--- src/design/rbsi_pkg.sv ---
// Shared constants of the ray/box slab intersection block.
package rbsi_pkg;

  localparam int unsigned NUM_REGS = 6;
  localparam int unsigned IDX_W    = 3;

  localparam logic [IDX_W-1:0] REG_MIN_X = 3'd0;
  localparam logic [IDX_W-1:0] REG_MIN_Y = 3'd1;
  localparam logic [IDX_W-1:0] REG_MIN_Z = 3'd2;
  localparam logic [IDX_W-1:0] REG_MAX_X = 3'd3;
  localparam logic [IDX_W-1:0] REG_MAX_Y = 3'd4;
  localparam logic [IDX_W-1:0] REG_MAX_Z = 3'd5;

endpackage

--- src/design/rbsi_queue.sv ---
// Short queue parting the front pipeline from the back pipeline.
module rbsi_queue #(
  parameter int unsigned DW = 33,
  parameter int unsigned DEPTH = 4
) (
  input  logic          clk_i,
  input  logic          rst_ni,
  input  logic          push_i,
  input  logic [DW-1:0] data_i,
  input  logic          pop_i,
  output logic          valid_o,
  output logic [DW-1:0] data_o,
  output logic          room_o
);
  import rbsi_pkg::*;

  localparam int unsigned AW = $clog2(DEPTH);

  logic [DW-1:0] mem_q [DEPTH];
  logic [AW-1:0] wp_q, rp_q;
  logic [AW:0]   cnt_q;

  always_ff @(posedge clk_i) begin
    if (push_i) mem_q[wp_q] <= data_i;
  end

  always_ff @(posedge clk_i or negedge rst_ni) begin
    if (!rst_ni) begin
      wp_q <= '0;
      rp_q <= '0;
      cnt_q <= '0;
    end else begin
      if (push_i) wp_q <= wp_q + 1'b1;
      if (pop_i) rp_q <= rp_q + 1'b1;
      cnt_q <= cnt_q + (AW+1)'(push_i) - (AW+1)'(pop_i);
    end
  end

  assign valid_o = cnt_q != '0;
  assign data_o  = mem_q[rp_q];
  assign room_o  = cnt_q != (AW+1)'(DEPTH);

endmodule
--- config.mk ---
export PLATFORM = sky130hd
export DESIGN_NAME = rbsi_queue
export DESIGN_NICKNAME = d
export VERILOG_FILES = /design/src/design/rbsi_pkg.sv /design/src/design/rbsi_queue.sv
export SDC_FILE = /design/constraint.sdc
export NUM_CORES = 1
export LEC_CHECK = 0
export ABC_AREA = 1
export ABC_CLOCK_PERIOD_IN_PS = 3400
export CORE_MARGIN = 5
export CORE_UTILIZATION = 35
export DETAILED_ROUTE_END_ITERATION = 16
export DONT_BUFFER_PORTS = 1
export HOLD_SLACK_MARGIN = 0.02
export PLACE_DENSITY = 0.58
export RECOVER_POWER = 100
export SLEW_MARGIN = 20
export SYNTH_ARGS = -nofsm -noshare
export SYNTH_HDL_FRONTEND = slang
export SYNTH_SLANG_ARGS = --single-unit
export TNS_END_PERCENT = 100
--- constraint.sdc ---
create_clock -name clk_i -period 3.4 [get_ports clk_i]
set_input_delay 0 -clock clk_i [delete_from_list [all_inputs] [get_ports clk_i]]
set_output_delay 0 -clock clk_i [all_outputs]
set_load 0.05 [all_outputs]
# Word level (Yosys, flattened, before mapping)

Memory sizes are Yosys's and may differ from the RTL's.
Index checks and enable logic that the tools add are counted.

Register bits: 7
Memory bits (writable): 132
Input port bits: 37
Output and inout bits: 35
Logic and storage cells: 12
Memories: 1

Memories:

| name  | words | width | rd ports | clocked after Yosys merged registers in | write ports | line             | RTL |
|---|---|---|---|---|---|---|---|
| mem_q | 4     | 33    | 1        | 0                                       | 1           | rbsi_queue.sv:19 | `logic [DW-1:0] mem_q [DEPTH];` |

$add $sub $neg: 4
Eq/ne operators: 1
Mux-type cells: 2
Reductions and logical operators: 1

Operators by type and width:

| cell                                                           | number |
|---|---|
| 2-bit by 1-bit adder with 2-bit output (second input constant) | 2 |
| 3-bit by 1-bit adder with 3-bit output                         | 1 |
| 3-bit != test (second input constant)                          | 1 |
| 3-bit nonzero test                                             | 1 |
| 3-bit by 1-bit subtractor with 3-bit output                    | 1 |
| 1-bit 2-to-1 mux                                               | 2 |

# Longest topological paths before layout

Word-level depth: 2
Mapped depth: 9
Gate-level depth less buffers: 9

# Least setup slack after synthesis

Ideal clock, no wire load.

Kind: flip-flop to flip-flop
Start point: register wp_q[0]
End point: memory mem_q[2][0] (enable)
Library setup time: 388 ps
Arrival time: 1316 ps
Data required time: 3012 ps
Slack: 1696 ps
Cell stages (with the launch flop): 5
Path buffers: 0
Clock period less this slack: 1704 ps
Cell sequence: dfrtp_1 -> inv_1 -> ha_1 -> nand2_1 -> inv_1

RTL lines:

| what                   | line             | RTL |
|---|---|---|
| from (decl)            | rbsi_queue.sv:20 | `logic [AW-1:0] wp_q, rp_q;` |
| from (signal assigned) | rbsi_queue.sv:33 | `if (push_i) wp_q <= wp_q + 1'b1;` |
| to (decl)              | rbsi_queue.sv:19 |  |

Straight into the memory's write port.

# Worst setup path in the final report

Start point: register rp_q[0]
End point: output data_o[1]

Cells in the longest elaborated chain, start to end: 1

Ends and longest elaborated chain:

| what                   | line             | RTL |
|---|---|---|
| from (decl)            | rbsi_queue.sv:20 |  |
| from (signal assigned) | rbsi_queue.sv:34 | `if (pop_i) rp_q <= rp_q + 1'b1;` |
| memory read 4 x 33 bit | -                |  |
| to (decl)              | rbsi_queue.sv:12 | `output logic [DW-1:0] data_o,` |

No other way between the ends.

==> results.toml <==
[cells_and_area]
finalNonFillerCells = 833
fillers = 1549
design_area_um2 = 7140
drive_above_1_share_pct = 5.38
nets = 644
syn2layout_area_growth_pct = 19.5
diodes = 0

[worst_setup_path]
reg2regPathDepth = 4
path_cells = "clkbuf_2 > nand2_1 > nand3_1 > nand2_1"
max_stage_delay_ns = 1.08
reg2reg_to = "mem_q[0][8]"
slowest_stage = "clkbuf_2"
path_class = "reg -> out"
cp_num_cells = 4
end_kind = "output pin"
critPathCapture = "data_o[1]"
crit_buf_inv = 1
arrival_ns = 2.57
regToRegSetupSlack_ns = 1.14
reg2reg_from = "wp_q[0]"
cpMostUsedCell = "nand2_1"
critPathLaunchType = "register"
cp_max_fo = 68
critPathLaunch = "rp_q[0]"
cp.required_ns = 3.40
critPathTopFamily = "buffers and inverters"

[cts]
clk_latency_ns = 0.41
numCtsBuffers = 17
cts_root_buf = "clkbuf_16"
cts_sinks = 139
post_cts_buffers = 0
htree_levels = 4
clk_pin_slew_ns = 0.06
cts_tree = "built"
cts_buffer_depth = 2

[grt]
grt_max_degree = 69
grt_usage_pct = 12.8
grt_remaining_overflow = 0
grt_pass1_wl_um = 19300
grt_pass1_vias = 3660
antenna_found_initial = 0

[floorplan]
initial_core_util_pct = 35.9
fp.dieW_um = 141
die-area_um2 = 19800
die_h_um = 141
io_pins = 72
design.core.area_um2 = 16600
rows = 47

[power_and_ir_drop]
power.switching_mw = 3.05
power.internal_mw = 4.06
seqPwrFrac_pct = 33.1
powerDensity_nw_per_um2 = 996
switching_share_pct = 42.9
p_clk_share_pct = 28.4
power_frac_comb_pct = 38.5
ir_drop_v = 0.000579
p_leak_nw = 3.22

[synth]
synthCells = 565
synth_area_um2 = 5970
synth-main-ff-cell = "edfxtp_1"
synth.avg_cell_area_um2 = 10.6
ys_seq_elements = 139
yosysTopAreaCell = "edfxtp_1"
syn_nets = 609
synth_cell_types = 14
seq_area_frac_synth_pct = 69.3
synth_commonest_cells = "176 x nand2_1, 145 x inv_1, 132 x edfxtp_1"
synthTopCellsByArea = "edfxtp_1 66%, nand2_1 11%, inv_1 9.1%"
synth_top_area_share_pct = 66.3
yosysWarnings = 0
synth_most_common_cell = "nand2_1"
synthArstFlopShare_pct = 5.04
synth-edff-count = 132

[timing]
fin_ws_ns = 0.826
maxSlewHeadroom_pct = -3.09
setup_violations = 0
fin_crit_ns = 2.57
hold_violations = 0
skew_ns = 0.00670
min_period_over_period_pct = 75.7
rsz0062_at_grt = "no"
fmax_mhz = 389
maxSlewViolCount = 136
setup_tns_ns = 0
worst_pin_slew_ns = 1.54

[route]
finalWirelength_um = 12100
viasPerCell = 4.33
ant_nets = 0
drt_iter0_markers = 227
first_pass_iters = 5
drt-wirelength-per-cell_um = 14.5
drc = 0
num_vias = 3606

[run_status]
violations = "capacitance limit, slew limit"
outcome = "finished with violations"

[placed_design]
place_ws_ns = 1.59
place.gp.congestion = 0.721
hpwlAfterDp_um = 7020
postPlaceCellArea_um2 = 6120
dp_cells = 764
numPortBuffers = 0

[min_path]
min_path_type = "in -> reg"

[job]
drv_cap = 4
[state kept, by name, indices dropped and copies added, names as in the netlist]
signal / count
rp_q: 2
cnt_q: 3
mem_q: 132
wp_q: 2
[cells in the final DEF, fill, tap and decap left out, types with 2 or more instances in the layout]
| cell type | Yosys | layout |
|---|---|---|
| xor2_1 | 3 | 3 |
| edfxtp_1 | 132 | 132 |
| nand3_1 | 69 | 69 |
| dlygate4sd3_1 | 0 | 37 |
| ha_1 | 6 | 6 |
| clkinv_1 | 0 | 4 |
| inv_1 | 145 | 145 |
| bufinv_16 | 0 | 6 |
| clkbuf_16 | 0 | 17 |
| clkinvlp_4 | 0 | 3 |
| clkinv_2 | 0 | 2 |
| nand2_1 | 176 | 176 |
| dfrtp_1 | 7 | 6 |
[cell families (layout without fill, tap and decap cells)]
| kind of cell | count (synthesis) | after routing | synth area share (%) |
|---|---|---|---|
| compound gates | 1 | 1 | 0.0837 |
| xor+xnor | 3 | 3 | 0.440 |
| fa+ha+maj | 7 | 7 | 1.59 |
| buf+inv | 170 | 218 | 11.8 |
| flops | 139 | 139 | 69.3 |
| simple gates | 245 | 245 | 16.8 |
[routing by layer]
layer	track usage, %	up-vias	part of all wire (%)
met5	0	-	0
met4	3.98	0	0.75
met3	5.28	7	5.6
met2	21.5	71	51
met1	15.1	1706	43
li1	-	1822	-
[what timing repair did]
item | CTS | global route
endpoints found under the hold margin | 145 | 0
hold buffers | 37 | 0
gates resized for setup | 0 | 0
[power groups by stage]
stage | clock network (mW) | registers [mW] | logic (mW)
after floorplan | 0 | 2.35 | 2.36
after global placement | 0 | 2.37 | 2.69
after detailed placement | 0 | 2.38 | 2.73
after CTS | 2.06 | 2.35 | 2.78
after global routing | 2.15 | 2.39 | 2.98
final | 2.02 | 2.35 | 2.73
[worst min path at each step]
stage	endpoint	depth (start not counted)	from
after CTS	mem_q[3][22]	2	push_i
after global placement	wp_q[1]	0	rst_ni
after global routing	mem_q[2][9]	1	data_i[9]
after floorplan	cnt_q[0]	0	rst_ni
final	mem_q[0][16]	1	data_i[16]
after detailed placement	wp_q[1]	0	rst_ni
[final cells by class]
class / count / area [µm²] / area share [%]
well taps: 220 / 275 / 3.86
clock buffers: 17 / 425 / 5.96
multi-input cells: 256 / 1130 / 15.9
repair buffers: 39 / 383 / 5.36
clock inverters: 15 / 228 / 3.19
inverters: 147 / 554 / 7.77
flip-flops and latches: 139 / 4140 / 58.0
[stage by stage]
| stage | power, mW | utilization (%) | hold slack (ns) |
|---|---|---|---|
| final | 7.11 | 42.9 | 0.297 |
| after detailed placement | 5.11 | 36.8 | -0.295 |
| after floorplan | 4.72 | - | -0.296 |
| after global placement | 5.06 | 36.7 | -0.295 |
| after CTS | 7.20 | 42.9 | 0.242 |
| after global routing | 7.52 | 42.9 | 0.281 |
(Power assumes the default switching activity.)
